`config.mk`:
```
export PLATFORM = sky130hd
export DESIGN_NAME = prtsc_back
export DESIGN_NICKNAME = d
export VERILOG_FILES = /design/src/sv/prtsc_pkg.sv /design/src/sv/prtsc_back.sv
export SDC_FILE = /design/constraint.sdc
export NUM_CORES = 1
export LEC_CHECK = 0
export ABC_AREA = 1
export BUFFER_PORTS_ARGS = -buffer_cell sky130_fd_sc_hd__buf_2
export CORE_MARGIN = 2
export CORE_UTILIZATION = 55
export CTS_BUF_LIST = sky130_fd_sc_hd__clkbuf_8
export DETAILED_ROUTE_END_ITERATION = 12
export PLACE_DENSITY_LB_ADDON = 0.1
export SYNTH_ARGS = -nofsm -noshare
export SYNTH_HDL_FRONTEND = slang
export SYNTH_SLANG_ARGS = --single-unit
```
`constraint.sdc`:
```
create_clock -name i_clk -period 5.5 [get_ports i_clk]
set_clock_uncertainty 0.2 [all_clocks]
set_input_delay 1.375 -clock i_clk [delete_from_list [all_inputs] [get_ports i_clk]]
set_output_delay 1.375 -clock i_clk [all_outputs]
set_load 0.01 [all_outputs]
```
`src/sv/prtsc_pkg.sv`:
```
// Shared constants and stage types of the pitch ratio to semitone and cents core.
package prtsc_pkg;

    // Fractional bits of the log; the working precision carries a wide guard.
    localparam int LOG_FRAC_BITS = 24;
    localparam int WORK_BITS     = LOG_FRAC_BITS + 26;

    // Field widths.
    localparam int BYTE_BITS   = 8;
    localparam int KEY_BITS    = 7;
    localparam int CENTS_BITS  = 7;
    localparam int RATIO_BITS  = 2 * BYTE_BITS + 1;
    localparam int COARSE_BITS = 4;

    // Mantissa in Q1.62, split into a high and a low half for squaring.
    localparam int MANT_BITS    = 63;
    localparam int MANT_LO_BITS = 32;
    localparam int MANT_HI_BITS = MANT_BITS - MANT_LO_BITS;
    localparam int SQ_BITS      = 2 * MANT_BITS;

    // Width of the magnitude of twelve times the log.
    localparam int MAG_BITS = WORK_BITS + 4;

    // Arithmetic constants.
    localparam logic [KEY_BITS-1:0] ROOT_BASE   = KEY_BITS'(69);
    localparam logic [6:0]          CENTS_SCALE = 7'd100;

    // Running state of the log pipeline.
    typedef struct packed {
        logic [MANT_BITS-1:0] mant;
        logic [WORK_BITS-1:0] acc;
        logic                 low;
    } t_log_state;

    // Partial products of one squaring step.
    typedef struct packed {
        logic [2*MANT_HI_BITS-1:0]          p_hh;
        logic [MANT_HI_BITS+MANT_LO_BITS-1:0] p_hl;
        logic [2*MANT_LO_BITS-1:0]          p_ll;
        logic [WORK_BITS-1:0]               acc;
        logic                               low;
    } t_log_part;

endpackage

```
`src/sv/prtsc_back.sv`:
```
// Output stages: scale the log by twelve, split semitones and cents, and hold the result.
module prtsc_back (
    input  logic                                    i_clk,
    input  logic                                    i_rst_n,
    input  logic                                    i_valid,
    output logic                                    o_ready,
    input  prtsc_pkg::t_log_state                   i_state,
    output logic                                    o_valid,
    input  logic                                    i_ready,
    output logic [prtsc_pkg::KEY_BITS-1:0]          o_root_key,
    output logic signed [prtsc_pkg::CENTS_BITS-1:0] o_cents
);

    localparam int W = prtsc_pkg::WORK_BITS;

    logic                                   w_en1;
    logic                                   w_en2;
    logic                                   w_en3;
    logic                                   w_en4;
    logic [W:0]                             n_dist;
    logic                                   r_v1;
    logic [W:0]                             r_dist;
    logic                                   r_low1;
    logic [prtsc_pkg::MAG_BITS-1:0]         n_mag;
    logic                                   r_v2;
    logic [prtsc_pkg::MAG_BITS-1:0]         r_mag;
    logic                                   r_low2;
    logic [W-1:0]                           w_frac;
    logic [W-1:0]                           w_frac_neg;
    logic [prtsc_pkg::COARSE_BITS-1:0]      n_coarse;
    logic [W-1:0]                           n_fmag;
    logic                                   r_v3;
    logic [prtsc_pkg::COARSE_BITS-1:0]      r_coarse;
    logic [W-1:0]                           r_fmag;
    logic                                   r_fneg;
    logic                                   r_low3;
    logic [W+6:0]                           w_prod;
    logic [prtsc_pkg::CENTS_BITS-1:0]       w_cm;
    logic [prtsc_pkg::KEY_BITS-1:0]         n_root;
    logic [prtsc_pkg::CENTS_BITS-1:0]       n_cents;
    logic                                   r_v4;
    logic [prtsc_pkg::KEY_BITS-1:0]         r_root;
    logic [prtsc_pkg::CENTS_BITS-1:0]       r_cents;

    // Stage enables; the last stage is the output register.
    assign w_en4   = !r_v4 || i_ready;
    assign w_en3   = !r_v3 || w_en4;
    assign w_en2   = !r_v2 || w_en3;
    assign w_en1   = !r_v1 || w_en2;
    assign o_ready = w_en1;

    // Distance of the log from zero: below one the exponent of minus one is folded in.
    assign n_dist = i_state.low ? ({1'b1, {W{1'b0}}} - {1'b0, i_state.acc})
                                : {1'b0, i_state.acc};

    // Twelve times the distance as eight plus four times.
    assign n_mag = prtsc_pkg::MAG_BITS'({r_dist, 3'b000})
                 + prtsc_pkg::MAG_BITS'({r_dist, 2'b00});

    // Split into semitones and a fraction; a fraction of one half or more rounds up.
    always_comb begin
        w_frac     = r_mag[W-1:0];
        w_frac_neg = ~w_frac + {{(W-1){1'b0}}, 1'b1};
        n_coarse   = r_mag[prtsc_pkg::MAG_BITS-1:W]
                   + {{(prtsc_pkg::COARSE_BITS-1){1'b0}}, w_frac[W-1]};
        n_fmag     = w_frac[W-1] ? w_frac_neg : w_frac;
    end

    // Cents are the fraction times one hundred, truncated; the key moves opposite the sign.
    always_comb begin
        w_prod  = (W+7)'(r_fmag) * (W+7)'(prtsc_pkg::CENTS_SCALE);
        w_cm    = w_prod[W+6:W];
        n_cents = r_fneg ? (~w_cm + {{(prtsc_pkg::CENTS_BITS-1){1'b0}}, 1'b1}) : w_cm;
        n_root  = r_low3
                ? prtsc_pkg::ROOT_BASE + prtsc_pkg::KEY_BITS'(r_coarse)
                : prtsc_pkg::ROOT_BASE - prtsc_pkg::KEY_BITS'(r_coarse);
    end

    // Valid bits.
    always_ff @(posedge i_clk) begin
        if (!i_rst_n) begin
            r_v1 <= 1'b0;
            r_v2 <= 1'b0;
            r_v3 <= 1'b0;
            r_v4 <= 1'b0;
        end else begin
            if (w_en1) begin
                r_v1 <= i_valid;
            end
            if (w_en2) begin
                r_v2 <= r_v1;
            end
            if (w_en3) begin
                r_v3 <= r_v2;
            end
            if (w_en4) begin
                r_v4 <= r_v3;
            end
        end
    end

    // Payload registers.
    always_ff @(posedge i_clk) begin
        if (w_en1 && i_valid) begin
            r_dist <= n_dist;
            r_low1 <= i_state.low;
        end
        if (w_en2 && r_v1) begin
            r_mag  <= n_mag;
            r_low2 <= r_low1;
        end
        if (w_en3 && r_v2) begin
            r_coarse <= n_coarse;
            r_fmag   <= n_fmag;
            r_fneg   <= r_low2 ^ w_frac[W-1];
            r_low3   <= r_low2;
        end
        if (w_en4 && r_v3) begin
            r_root  <= n_root;
            r_cents <= n_cents;
        end
    end

    assign o_valid    = r_v4;
    assign o_root_key = r_root;
    assign o_cents    = $signed(r_cents);

endmodule

```
==> results.md <==
- Status: finished, final reports clean
- Die area: 0.03332 mm²
- Number of diodes: 0
- Final wirelength: 37990 µm
- Top cells by area in the synthesized netlist: edfxtp_1, ha_1, inv_1, nand2_1, nor2_1
- Avg Inst Size Synth: 7.615 µm²
- Dpl ws: 1.476 ns
- Post-synthesis sequential area ratio: 30.09%
- Clock network fraction of total power: 18.4%
- TNS Setup: 0 ns
- Yosys top cell by area: edfxtp_1
- Slew HR: 19.56%
- Primary FF master, synth: edfxtp_1
- Worst setup EP type: output pin
- Final slew viol count: 0
- Initial antenna violation count: 0
- WL/cell: 13.58 µm
- First-pass GRT wire length: 64130 µm
- Buf/Inv on CP: 6
- RD Place Congestion: 0.9413
- Final Critical Period: 4.007 ns
- Share of flip-flops with an asynchronous set or reset: 0%
- H-tree Lvls: 4
- Unrepaired setup endpoints after global routing: false
- Fillers: 2952
- DP Area: 0.01838 mm²
- Largest net degree at the start of global routing: 55
- Share of the synthesized area in the top cell type: 29.64%
- Pwr per Cell Area: 240.1 mW/mm²
- Multi-input gate area: 0.01027 mm²
- Register area: 0.005275 mm²
- Max Fclk: 0.2496 GHz
- Crit Path Category: input port to output pin
- GRT overflow: 0
- Std cell rows: 65
- Crit-path cells: buf_2, nor2_1, inv_1, nor2_1, inv_1, nor2_1, inv_1, nor2_1, inv_1, buf_2
- Worst hold slack: 0.2786 ns
- Layout cells sized above 1: 7.724%
- Input/output buffers: 70
- Global-route usage over all layers: 23.88%
- Final Core Density: 59.50%
- #FFs+latches synth: 177
- Switching Share: 40.06%
- Final setup fails: 0
- CP max stage delay: 0.22 ns
- IO Pins: 134
- Most common cell in the netlist: inv_1
- Max stage delay cell, worst path: nor2_1
- VDD IR-drop max: 0.0001398 V
- Yosys Warn Count: 0
- Post-Layout Inst Area: 0.01873 mm²
- Routed vias: 14188
- Final period utilization: 72.86%
- Synth cell types: 51
- Post-synthesis instance total: 2302
- Clock slew at reported path FFs: 0.09 ns
- Remaining DRCs: 0
- Crit path max fanout: 3
- ANT nets after route: 0
- Final Hold Fails: 0
- Number of synthesized flops with an enable pin: 173
- TritonCTS buffer count: 17
- Post-CTS Setup Bufs: 0
- Post-detail-place hpwl: 32680 µm
- Net count after synthesis: 2668
- CTS max path bufs: 2
- Startpoint Class: input port
- Root buffer cell: clkbuf_8
- Nets@finish: 2750
- Chip Height: 182.5 µm
- Leak Pwr: 0.009227 µW
- Vias per cell: 5.073
- Syn Std Cell Area: 0.01753 mm²
- Sequential share of power: 38.6%
- Die W: 182.5 µm
- Core area: 0.03147 mm²
- Total iterations of the first detailed-routing run: 7
- Top cells by count, synth: inv_1, nand2_1, nor2_1, ha_1, edfxtp_1
- TritonCTS clock tree: done
- Worst-margin pin slew: 1.202 ns
- Psw: 1801 µW
- Logic gate share of total power: 43.0%
- PnR worst setup slack: 1.493 ns
- Hold_buf cts: 0
- CP top delay family: buffers and inverters
- Critical path data arrival time: 2.43 ns
- Area Growth Syn to Fin: 6.824%
- Number of global-route vias before repair: 14137
- Initial DRC count: 711
- WP data required: 3.92 ns
- Clock Sink Count: 177
- Maxcap violations: 0
- Post-CTS Resized: 0
- Clock latency on the worst-skew pair: 0.49 ns
- Initial core utilization: 55.69%
- P_int: 2694 µW
- HP Class: register to register
[cell families (layout without fill, tap and decap cells)]
group,after synthesis,in the layout,share of synthesized area (%)
buffers and inverters,531,624,11.37
adder cells (fa/ha/maj),248,248,19.54
XOR/XNOR,140,140,6.995
AND/OR/NAND/NOR,953,953,23.50
flip-flops,177,177,30.09
AO/OA/AOI/OAI,253,253,8.501
[flip-flops by register name (all words and copies together), names as in the netlist]
register and flops:
r_fmag 48, r_coarse 4, r_mag 52, r_v3 1, r_low3 1, r_fneg 1
o_cents 7, r_low1 1, r_v1 1, r_v2 1, o_root_key 7, r_dist 51
o_valid 1, r_low2 1
[per-stage QoR]
stage	power (µW)	cells
after floorplan	3205	2302
after detailed placement	3692	2767
after global routing	4884	2797
final	4496	2797
after CTS	4516	2797
after global placement	3657	2767
[worst register-to-register path: stages, from the launching register on]
cell,delay [ns]
edfxtp_1,0.44
ha_1,0.32
ha_1,0.28
inv_1,0.05
fa_1,0.52
inv_1,0.05
ha_1,0.33
nand2_1,0.11
nor2_1,0.18
and2_1,0.15
nand2_1,0.05
nand3_1,0.16
nand2_1,0.11
nand3_1,0.09
nand2_1,0.05
nand2_1,0.15
ha_1,0.22
nand3_2,0.10
nand2_2,0.08
nand2_1,0.05
nand2_1,0.05
nand2_1,0.04
[path summary, 6_finish.rpt]
path                            cells past startpoint          to  slack, ns  startpoint
worst max-delay path                               10     o_ready       1.49     i_ready
worst min-delay path                                2        r_v2       0.28        r_v1
worst max register to register                     21  o_cents[6]       1.51  r_fmag[11]
worst min register to register                      2        r_v2       0.28        r_v1
[area by class of cell]
cell class / count / share of cell area (%)
clock buffer: 17 / 1.249
tap: 402 / 2.686
multi-input combinational: 1594 / 54.84
inverter: 520 / 10.42
timing repair buffer: 74 / 2.031
clock inverter: 13 / 0.6014
sequential: 177 / 28.17
[cells in the final DEF, fill, tap and decap left out, types with 36 or more instances in the layout]
cell and count:
nor2_1 248, nor3_1 36, ha_1 205, fa_1 43, xor2_1 100, o21ai_0 67
nand3_1 73, edfxtp_1 173, nand2_1 483, a21oi_1 94, inv_1 514, buf_2 70
xnor2_1 40
[per-layer routing]
layer,vias to the layer above,routed length [µm],global-route usage (%)
met4,0,1308,9.355
li1,7489,-,-
met3,66,767,2.375
met5,-,0,0
met1,6425,17300,28.99
met2,208,18620,43.54
[power groups by stage]
stage | clock, µW | combinational (µW) | sequential [µW]
global route | 894 | 2240 | 1750
floorplan | 0 | 1460 | 1750
detailed placement | 0 | 1930 | 1770
finish | 827 | 1930 | 1740
CTS | 841 | 1940 | 1740
global placement | 0 | 1890 | 1760
Power figures use the tool's default switching activity.
