File: config.mk
export PLATFORM = sky130hd
export DESIGN_NAME = prtsc_front
export DESIGN_NICKNAME = d
export VERILOG_FILES = /design/src/sv/prtsc_pkg.sv /design/src/sv/prtsc_front.sv
export SDC_FILE = /design/constraint.sdc
export NUM_CORES = 1
export LEC_CHECK = 0
export BUFFER_PORTS_ARGS = -buffer_cell sky130_fd_sc_hd__buf_2
export CAP_MARGIN = 20
export CORE_ASPECT_RATIO = 1.5
export CORE_MARGIN = 2
export CORE_UTILIZATION = 38
export CTS_CLUSTER_SIZE = 25
export DETAILED_ROUTE_END_ITERATION = 16
export GPL_TIMING_DRIVEN = 0
export PLACE_DENSITY = 0.86
export SLEW_MARGIN = 20
export SYNTH_ARGS = -nofsm -noshare
export SYNTH_HDL_FRONTEND = slang
export SYNTH_SLANG_ARGS = --single-unit
File: constraint.sdc
create_clock -name i_clk -period 1.74 [get_ports i_clk]
set_clock_uncertainty 0.2 [all_clocks]
set_input_delay 0.174 -clock i_clk [delete_from_list [all_inputs] [get_ports i_clk]]
set_output_delay 0.174 -clock i_clk [all_outputs]
set_load 0.01 [all_outputs]
File: src/sv/prtsc_pkg.sv
// Shared constants and stage types of the pitch ratio to semitone and cents core.
package prtsc_pkg;

    // Fractional bits of the log; the working precision carries a wide guard.
    localparam int LOG_FRAC_BITS = 24;
    localparam int WORK_BITS     = LOG_FRAC_BITS + 26;

    // Field widths.
    localparam int BYTE_BITS   = 8;
    localparam int KEY_BITS    = 7;
    localparam int CENTS_BITS  = 7;
    localparam int RATIO_BITS  = 2 * BYTE_BITS + 1;
    localparam int COARSE_BITS = 4;

    // Mantissa in Q1.62, split into a high and a low half for squaring.
    localparam int MANT_BITS    = 63;
    localparam int MANT_LO_BITS = 32;
    localparam int MANT_HI_BITS = MANT_BITS - MANT_LO_BITS;
    localparam int SQ_BITS      = 2 * MANT_BITS;

    // Width of the magnitude of twelve times the log.
    localparam int MAG_BITS = WORK_BITS + 4;

    // Arithmetic constants.
    localparam logic [KEY_BITS-1:0] ROOT_BASE   = KEY_BITS'(69);
    localparam logic [6:0]          CENTS_SCALE = 7'd100;

    // Running state of the log pipeline.
    typedef struct packed {
        logic [MANT_BITS-1:0] mant;
        logic [WORK_BITS-1:0] acc;
        logic                 low;
    } t_log_state;

    // Partial products of one squaring step.
    typedef struct packed {
        logic [2*MANT_HI_BITS-1:0]          p_hh;
        logic [MANT_HI_BITS+MANT_LO_BITS-1:0] p_hl;
        logic [2*MANT_LO_BITS-1:0]          p_ll;
        logic [WORK_BITS-1:0]               acc;
        logic                               low;
    } t_log_part;

endpackage

File: src/sv/prtsc_front.sv
// Input stage: forms the Q1.16 ratio and the normalized log mantissa.
module prtsc_front (
    input  logic                             i_clk,
    input  logic                             i_rst_n,
    input  logic                             i_valid,
    output logic                             o_ready,
    input  logic [prtsc_pkg::BYTE_BITS-1:0]  i_tuning_byte,
    input  logic [prtsc_pkg::BYTE_BITS-1:0]  i_tuning_fraction,
    input  logic                             i_two_byte_tuning,
    output logic                             o_valid,
    input  logic                             i_ready,
    output prtsc_pkg::t_log_state            o_state
);

    logic                                w_en;
    logic                                w_low;
    logic [prtsc_pkg::BYTE_BITS-1:0]     w_frac;
    logic [prtsc_pkg::RATIO_BITS-1:0]    w_ratio;
    prtsc_pkg::t_log_state               n_state;
    logic                                r_valid;
    prtsc_pkg::t_log_state               r_state;

    // The stage takes a new transaction when empty or when its content moves on.
    assign w_en    = !r_valid || i_ready;
    assign o_ready = w_en;

    // A byte with the top bit set is a ratio below one; otherwise one is added.
    always_comb begin
        w_low   = i_tuning_byte[prtsc_pkg::BYTE_BITS-1];
        w_frac  = i_two_byte_tuning ? i_tuning_fraction : '0;
        w_ratio = {~w_low, i_tuning_byte, w_frac};
        n_state.acc = '0;
        n_state.low = w_low;
        if (w_low) begin
            n_state.mant = {w_ratio[prtsc_pkg::RATIO_BITS-2:0],
                            {(prtsc_pkg::MANT_BITS-prtsc_pkg::RATIO_BITS+1){1'b0}}};
        end else begin
            n_state.mant = {w_ratio,
                            {(prtsc_pkg::MANT_BITS-prtsc_pkg::RATIO_BITS){1'b0}}};
        end
    end

    // Stage valid bit.
    always_ff @(posedge i_clk) begin
        if (!i_rst_n) begin
            r_valid <= 1'b0;
        end else if (w_en) begin
            r_valid <= i_valid;
        end
    end

    // Stage payload.
    always_ff @(posedge i_clk) begin
        if (w_en && i_valid) begin
            r_state <= n_state;
        end
    end

    assign o_valid = r_valid;
    assign o_state = r_state;

endmodule

==> run_results.csv, run 1 <==
group,metric,value,unit
sta,rsz0062_at_grt,"no",
clocking,ctsResizeCount,0,
worst_setup_path,cp_max_fo,10,
detailed_routing,drt_pass1_iterations,4,
sta,worst_slew_pin_slew,724,ps
yosys,syn_area_per_cell,10.6,um2
grt,antenna_found_initial,0,
grt,grt_use_total,10.5,%
yosys,yosys-top-cells-count,"96 x buf_4, 18 x edfxtp_1, 7 x mux2i_1, 7 x nor2b_1, 6 x mux2_4",
worst_setup_path,cp_slowest_cell,"dlygate4sd3_1",
worst_setup_path,crit_required,1530,ps
sta,hold_violations,0,
floorplanning,initial_utilization,39.8,%
clocking,htree_levels,1,
yosys,synth_top_area_share,45.7,%
pwr,peakVddDrop,0.000304,V
layout,fillers,372,
min_path,holdPathEnd,"o_state[110]",
yosys,synth_cell_types,18,
worst_setup_path,cp_top_family,"buffers and inverters",
floorplanning,io_pins,137,
layout,multi_input_area,613,um2
detailed_routing,vias_per_cell,3.17,
yosys,synth_enable_flop_cells,18,
placed_design,routabilityCongestion,0.660,
sta,clock.fmax,0.610,GHz
yosys,synthesis.area,1580,um2
sta,setup_tns,0,ps
sta,worst_slack,100,ps
clocking,cts_made_buffers,3,
placed_design,post-dp-hpwl,2.43,mm
run,maxCapViolCount,0,
detailed_routing,final_antenna_net_count,0,
layout,antenna-diode-count,0,
yosys,synth_area_leaders,"buf_4 46%, edfxtp_1 34%, mux2_4 5.7%",
yosys,dominantRegCellSynth,"edfxtp_1",
worst_setup_path,cp.depth,5,
clocking,postCtsSetupRepairBufs,0,
grt,grt_pass1_wl,3.94,mm
yosys,synth_cells,149,
floorplanning,die_x,56.6,um
sta,period_minus_slack,1640,ps
clocking,ctsHoldBuffers,3,
outcome,outcome,"finished, final reports clean",
worst_setup_path,crit_buf_inv,4,
clocking,root_buffer,"clkbuf_8",
sta,slew_headroom,51.7,%
yosys,ys_seq_area_share,35.6,%
layout,finalCoreUtilization,57.2,%
floorplanning,rows,28,
layout,final_nets,313,
yosys,async_reset_ff_share,0,%
yosys,yosysTopAreaCell,"buf_4",
layout,drive_above_1_share,50.9,%
worst_setup_path,path_class,"input port to flip-flop",
yosys,synthMostInstantiatedCell,"buf_4",
worst_setup_path,path_cells,"dlygate4sd3_1 > buf_2 > buf_6 > buf_12 > mux2_4",
clocking,cts_tree,"built",
grt,grt_max_degree,19,
layout,syn_to_final_growth,43.7,%
detailed_routing,wl_per_cell,7.79,um
min_path,hold_path_depth,2,
placed_design,place_ws,157,ps
sta,finalCritPeriodShare,94.2,%
worst_setup_path,crit_arrival,1430,ps
worst_setup_path,timing.reg2reg.setup_slack,160,ps
sta,setup_viol,0,
grt,grt_overflow,0,
detailed_routing,routed_wl,2.62,mm
placed_design,numPortBuffers,40,
min_path,hold_path.class,"input port to flip-flop",
yosys,synth-seq-cells,19,
clocking,path_clk_slew,60,ps
pwr,p_per_area,546,nW/um2
worst_setup_path,critPathLaunchType,"input port",
layout,seq_area,561,um2
yosys,yosys_warnings,0,
min_path,hp-start,"i_tuning_byte[4]",
worst_setup_path,slowest_delay,540,ps
sta,timing.hold.ws,45.5,ps
clocking,clock_sink_count,19,
detailed_routing,remaining_drc_errors,0,
worst_setup_path,worstReg2RegStart,"o_valid",
floorplanning,core-area,3960,um2
worst_setup_path,cp-end-kind,"flip-flop",
floorplanning,dieArea,4690,um2
pwr,leakage,1.37,nW
floorplanning,die_y,82.9,um
detailed_routing,drtIter0Drc,2,
sta,finalMaxSlewViolations,0,
detailed_routing,vias,1066,
clocking,clock_latency,240,ps
clocking,cts-root-to-sink-buffers,2,
grt,grt_pass1_vias,912,
worst_setup_path,rr_worst_depth,2,
worst_setup_path,r2r-end,"o_state[111]",
[metrics by stage]
step | cell area (um2) | cells | power (W)
after global routing | 2260 | 336 | 0.00131
after global placement | 2190 | 329 | 0.000947
after detailed placement | 2190 | 329 | 0.000953
after floorplan | 1930 | 244 | 0.000886
after CTS | 2260 | 336 | 0.00123
final | 2260 | 336 | 0.00124
[layer usage]
metal | vias to the layer above | track usage [%] | wire length (um)
met5 | - | 0 | 0
met4 | 0 | 5.19 | 40
met3 | 2 | 3.58 | 409
met2 | 81 | 21.8 | 1520
met1 | 416 | 7.73 | 652
li1 | 567 | - | -
[worst max-delay path by stage]
stage | slack (ps) | start | endpoint
after floorplan | 180 | o_valid | o_state[0]
after global placement | 190 | o_valid | o_state[112]
after detailed placement | 160 | o_valid | o_state[111]
after CTS | 110 | i_tuning_byte[7] | o_state[109]
after global routing | 60 | o_valid | o_state[104]
final | 100 | i_tuning_byte[7] | o_state[109]
[cell families after synthesis]
logic type             count (synthesis)  synth area share (%)
AO/OA/AOI/OAI                          2                 0.794
multiplexers                          13                  10.2
other                                  2                 0.476
flip-flops                            19                  35.6
buffers and inverters                100                  48.2
AND/OR/NAND/NOR                       13                  4.84
[worst register-to-register path, cell delays in order (launching register included)]
cell	delay [ps]
dfxtp_1	310
nand2b_1	90
and2_1	610
[cells in the final DEF, fill, tap and decap left out]
master,n
and2_1,1
buf_2,40
clkbuf_8,3
buf_4,96
nor2_1,1
nand2b_1,1
dfxtp_1,1
nand2_1,1
clkbuf_1,1
a21boi_0,1
nand3_1,1
edfxtp_1,18
nor2b_1,7
inv_1,2
buf_12,1
conb_1,97
buf_6,1
dlygate4sd3_1,3
mux2_4,6
o21ai_0,1
and2_2,1
mux2i_1,7
[power breakdown]
group	internal [W]	switching [W]
Clock	0.000162	0.000117
Sequential	0.000539	0.00000621
Combinational	0.000218	0.000196
[cell type report]
class | count | area share, %
well taps | 45 | 2.49
repair buffers | 43 | 10.2
inverters | 2 | 0.331
multi-input cells | 125 | 27.1
flip-flops and latches | 19 | 24.8
clock buffers | 4 | 1.99
plain buffers | 98 | 33.2
[registers in the layout (all words and copies together), names as in the netlist]
name	cells
o_state	18
o_valid	1
No activity file was read; power rests on OpenSTA's default activity.
==> run 2: changes to the inputs <==
--- a/config.mk
+++ b/config.mk
@@ -5,13 +5,14 @@
 export SDC_FILE = /design/constraint.sdc
 export NUM_CORES = 1
 export LEC_CHECK = 0
-export BUFFER_PORTS_ARGS = -buffer_cell sky130_fd_sc_hd__buf_2
+export BUFFER_PORTS_ARGS = -buffer_cell sky130_fd_sc_hd__buf_4
 export CAP_MARGIN = 20
 export CORE_ASPECT_RATIO = 1.5
 export CORE_MARGIN = 2
 export CORE_UTILIZATION = 38
 export CTS_CLUSTER_SIZE = 25
 export DETAILED_ROUTE_END_ITERATION = 16
+export GPL_ROUTABILITY_DRIVEN = 1
 export GPL_TIMING_DRIVEN = 0
 export PLACE_DENSITY = 0.86
 export SLEW_MARGIN = 20
==> run 2 against run 1 <==
Compared with the run above: first-iteration DRC count increased by 50%; via count decreased by 1.3%; register-to-register slack about the same; critical path depth unchanged; hold slack got worse by 11 ps; total power increased by 2.9%; final area increased by 4.5%; cell count unchanged; critical path type unchanged; wire length decreased by 3.9%; clock power increased by 3%; critical endpoint is now o_state[111].
==> run_results.csv, run 2 (synthesis gave the netlist of run 1 again) <==
group,metric,value,unit
outcome,outcome,"finished, final reports clean",
grt,grt_pass1_wl,3.76,mm
pwr,p_per_area,538,nW/um2
detailed_routing,drtIter0Drc,3,
grt,grt_max_degree,19,
detailed_routing,vias,1052,
layout,antenna-diode-count,0,
grt,grt_overflow,0,
placed_design,post-dp-hpwl,2.34,mm
placed_design,routabilityCongestion,0.658,
run,maxCapViolCount,0,
placed_design,place_ws,142,ps
worst_setup_path,cp_max_fo,10,
clocking,ctsResizeCount,0,
placed_design,dpl.cell_count,329,
grt,grt_use_total,9.95,%
layout,syn_to_final_growth,50.1,%
placed_design,numPortBuffers,40,
clocking,postCtsSetupRepairBufs,0,
floorplanning,rows,28,
pwr,clkPwrFrac,22.5,%
sta,setup_tns,0,ps
pwr,p_total,0.00127,W
pwr,seq_power_share,42.9,%
worst_setup_path,crit_required,1540,ps
layout,finalCoreUtilization,59.8,%
pwr,leakage,1.40,nW
pwr,p_int,0.000943,W
clocking,path_clk_slew,60,ps
layout,final_nets,313,
clocking,ctsHoldBuffers,3,
detailed_routing,routed_wl,2.52,mm
floorplanning,initial_utilization,39.8,%
sta,finalMaxSlewViolations,0,
sta,hold_violations,0,
worst_setup_path,path_class,"input port to flip-flop",
floorplanning,io_pins,137,
sta,rsz0062_at_grt,"no",
worst_setup_path,rr_worst_depth,2,
detailed_routing,final_antenna_net_count,0,
layout,drive_above_1_share,51.2,%
sta,worst_slew_pin_slew,721,ps
clocking,cts_made_buffers,3,
clocking,root_buffer,"clkbuf_8",
worst_setup_path,cp-end-kind,"flip-flop",
min_path,hold_path.class,"input port to flip-flop",
detailed_routing,drt_pass1_iterations,2,
pwr,pwr-share-comb,34.6,%
pwr,peakVddDrop,0.000341,V
layout,fillers,335,
sta,clock.fmax,0.604,GHz
floorplanning,die_y,82.9,um
sta,finalCritPeriodShare,95.1,%
detailed_routing,wl_per_cell,7.49,um
pwr,netSwitchingFraction,25.9,%
floorplanning,core-area,3960,um2
detailed_routing,vias_per_cell,3.13,
layout,mostFrequentLayoutCell,"buf_4",
layout,seq_area,561,um2
clocking,clock_latency,250,ps
layout,multi_input_area,613,um2
detailed_routing,remaining_drc_errors,0,
worst_setup_path,crit_arrival,1450,ps
clocking,htree_levels,1,
sta,slew_headroom,51.9,%
grt,antenna_found_initial,0,
worst_setup_path,timing.reg2reg.setup_slack,160,ps
sta,period_minus_slack,1660,ps
min_path,hold_path_depth,2,
layout,final_cell_mix,"136 x buf_4, 97 x conb_1, 18 x edfxtp_1",
clocking,cts-root-to-sink-buffers,2,
clocking,clock_sink_count,19,
layout,stdcell_count,336,
worst_setup_path,critPathLaunchType,"input port",
clocking,cts_tree,"built",
floorplanning,dieArea,4690,um2
layout,largest_reg_flops,18,
sta,worst_slack,84.6,ps
pwr,p_switching,0.000330,W
grt,grt_pass1_vias,921,
floorplanning,die_x,56.6,um
sta,setup_viol,0,
run 2: cell count changes in the layout (fill, tap and decap cells not counted):
cell / previous run / this run
clkbuf_1: 1 / 0
buf_4: 96 / 136
buf_2: 40 / 0
clkinv_2: 0 / 1
run 2: metrics by stage:
step	hold slack [ps]	cell area, um2
after CTS	35.2	2370
after detailed placement	172	2290
after global placement	170	2290
after global routing	29.8	2370
after floorplan	72.9	1930
final	34.8	2370
run 2: final timing paths:
kind                         start      endpoint
setup / recovery  i_tuning_byte[7]  o_state[111]
hold / removal    i_tuning_byte[3]  o_state[108]
setup reg to reg           o_valid  o_state[104]
hold reg to reg            o_valid  o_state[113]
run 2: critical path, stage by stage:
cell and delay, ps:
dlygate4sd3_1 560, buf_4 150, buf_6 140, buf_12 140, mux2_4 290
run 2: area by class of cell:
cell class                      instances  area share, %
Buffer                                 98           31.8
Clock buffer                            3           1.75
Clock inverter                          1          0.212
Inverter                                2          0.317
Multi-Input combinational cell        125           25.9
Sequential cell                        19           23.7
Tap cell                               45           2.38
Timing Repair Buffer                   43           14.0
run 2: layer usage:
metal	global-route usage, %	routed length [um]
met5	0	0
met4	5.19	48
met3	2.80	371
met2	21.0	1380
met1	7.15	713
run 2: power by group through the flow:
| stage | sequential (W) | clock (W) | combinational, W |
|---|---|---|---|
| detailed placement | 0.000556 | 0 | 0.000427 |
| finish | 0.000546 | 0.000287 | 0.000441 |
| floorplan | 0.000573 | 0 | 0.000313 |
| global route | 0.000550 | 0.000306 | 0.000477 |
| global placement | 0.000555 | 0 | 0.000422 |
| CTS | 0.000547 | 0.000290 | 0.000432 |
==> run 3: changes to the inputs <==
--- a/config.mk
+++ b/config.mk
@@ -5,16 +5,16 @@
 export SDC_FILE = /design/constraint.sdc
 export NUM_CORES = 1
 export LEC_CHECK = 0
-export BUFFER_PORTS_ARGS = -buffer_cell sky130_fd_sc_hd__buf_4
 export CAP_MARGIN = 20
 export CORE_ASPECT_RATIO = 1.5
 export CORE_MARGIN = 2
-export CORE_UTILIZATION = 38
+export CORE_UTILIZATION = 63
 export CTS_CLUSTER_SIZE = 25
 export DETAILED_ROUTE_END_ITERATION = 16
+export DONT_BUFFER_PORTS = 1
 export GPL_ROUTABILITY_DRIVEN = 1
 export GPL_TIMING_DRIVEN = 0
-export PLACE_DENSITY = 0.86
+export PLACE_DENSITY = 0.85
 export SLEW_MARGIN = 20
 export SYNTH_ARGS = -nofsm -noshare
 export SYNTH_HDL_FRONTEND = slang
==> constraint.sdc (replaced) <==
create_clock -name i_clk -period 1.7 [get_ports i_clk]
set_clock_uncertainty 0.2 [all_clocks]
set_input_delay 0.17 -clock i_clk [delete_from_list [all_inputs] [get_ports i_clk]]
set_output_delay 0.17 -clock i_clk [all_outputs]
set_load 0.005 [all_outputs]
==> run 3 against run 2 <==
Compared with the run above: sequential share of layout area is 1.3 points higher; combinational power is 16% lower; non-clock buffer count is 18 lower; largest cell class unchanged.
==> run_results.csv, run 3 (synthesis gave the netlist of run 1 again) <==
group,metric,value,unit
clocking,cts-root-to-sink-buffers,2,
sta,setup_tns,0,ps
grt,grt_overflow,0,
placed_design,post-dp-hpwl,2.19,mm
min_path,hp-start,"i_tuning_byte[7]",
sta,period_minus_slack,1650,ps
worst_setup_path,timing.reg2reg.setup_slack,220,ps
grt,grt_use_total,23.1,%
placed_design,place_ws,80.2,ps
worst_setup_path,cp-end-kind,"flip-flop",
pwr,p_per_area,516,nW/um2
floorplanning,dieArea,2930,um2
min_path,holdPathEnd,"o_state[99]",
detailed_routing,vias_per_cell,3.76,
layout,final_cell_mix,"97 x conb_1, 96 x buf_4, 23 x dlygate4sd3_1",
worst_setup_path,crit_arrival,1500,ps
pwr,leakage,1.31,nW
clocking,root_buffer,"clkbuf_4",
floorplanning,die_x,44.8,um
sta,finalCritPeriodShare,97.2,%
detailed_routing,routed_wl,3.91,mm
min_path,hold_path_depth,3,
worst_setup_path,critPathLaunchType,"input port",
sta,hold_violations,0,
run,maxCapViolCount,0,
worst_setup_path,rr_worst_depth,3,
sta,timing.hold.ws,157,ps
detailed_routing,remaining_drc_errors,0,
worst_setup_path,startpoint,"i_tuning_fraction[6]",
detailed_routing,vias,1116,
clocking,cts_tree,"built",
floorplanning,rows,22,
detailed_routing,drtIter0Drc,37,
worst_setup_path,r2r-end,"o_valid",
sta,finalMaxSlewViolations,0,
detailed_routing,drt_pass1_iterations,4,
grt,grt_pass1_wl,4.75,mm
pwr,peakVddDrop,0.000508,V
min_path,hold_path.class,"input port to flip-flop",
clocking,clock_sink_count,19,
layout,syn_to_final_growth,42.5,%
layout,seq_area,561,um2
sta,setup_viol,0,
worst_setup_path,path_class,"input port to flip-flop",
layout,drive_above_1_share,39.9,%
placed_design,numPortBuffers,0,
layout,final_nets,295,
clocking,htree_levels,1,
layout,multi_input_area,614,um2
clocking,clock_latency,280,ps
worst_setup_path,crit_required,1550,ps
placed_design,routabilityCongestion,0.662,
sta,worst_slack,47.9,ps
detailed_routing,wl_per_cell,13.2,um
floorplanning,io_pins,137,
sta,clock.fmax,0.605,GHz
floorplanning,initial_utilization,65.1,%
floorplanning,die_y,65.3,um
clocking,cts_made_buffers,3,
grt,antenna_found_initial,0,
layout,mostFrequentLayoutCell,"conb_1",
grt,grt_pass1_vias,957,
outcome,outcome,"finished, final reports clean",
worst_setup_path,worstReg2RegStart,"o_valid",
worst_setup_path,cp_max_fo,2,
sta,rsz0062_at_grt,"no",
clocking,path_clk_slew,100,ps
layout,largest_reg_flops,18,
layout,fillers,105,
floorplanning,core-area,2420,um2
detailed_routing,final_antenna_net_count,0,
layout,antenna-diode-count,0,
grt,grt_max_degree,19,
run 3: cell count changes in the layout (fill, tap and decap cells not counted), moves of 2 or more:
| cell | change |
|---|---|
| dlymetal6s4s_1 | +2 |
| clkbuf_8 | -3 |
| buf_4 | -40 |
| dlygate4sd3_1 | +20 |
| clkbuf_4 | +3 |
run 3: how the worst max path moves through the flow:
| stage | end | slack [ps] | cells after the start |
|---|---|---|---|
| after floorplan | o_state[0] | 210 | 2 |
| after global placement | o_state[112] | 90 | 2 |
| after detailed placement | o_state[111] | 80 | 2 |
| after CTS | o_state[110] | 10 | 3 |
| after global routing | o_state[104] | 50 | 4 |
| final | o_state[103] | 50 | 4 |
run 3: report_power, final:
| group | leakage, nW | internal, W | switching (W) |
|---|---|---|---|
| combinational | 1.11 | 0.000223 | 0.000147 |
| sequential | 0.185 | 0.000552 | 0.0000206 |
| clock | 0.0150 | 0.0000910 | 0.000126 |
| total | 1.31 | 0.000865 | 0.000295 |
run 3: cell type report:
type,count,share of cell area (%)
timing repair buffer,25,11.4
inverter,2,0.334
multi-input combinational,125,27.4
tap,24,1.34
clock buffer,4,1.17
sequential,19,25.0
buffer,98,33.5
run 3: through the flow:
step / power (W) / std cells / cell area (um2) / util, %
floorplan: 0.000844 / 244 / 1930 / -
global placement: 0.000858 / 268 / 1960 / 81.0
detailed placement: 0.000859 / 268 / 1960 / 81.0
CTS: 0.00111 / 297 / 2240 / 92.5
global route: 0.00121 / 297 / 2250 / 92.7
finish: 0.00116 / 297 / 2250 / 92.7
run 3: routing by layer:
layer	GRT usage, %	vias to the layer above	routed length [um]
li1	-	533	-
met1	22.2	482	1160
met2	42.2	93	2240
met3	5.22	8	400
met4	13.6	0	106
met5	0	-	0
run 3: what timing repair did:
action | in CTS | in global routing
endpoints found under the setup margin | 0 | 21
setup buffers | 0 | 0
hold buffers | 25 | 1
resized for setup | 0 | 3
endpoints found under the hold margin | 18 | 1
run 3: worst max-delay path, stage by stage:
cell	delay, ps
dlygate4sd3_1	550
mux2i_1	140
dlygate4sd3_1	570
nor2b_1	60
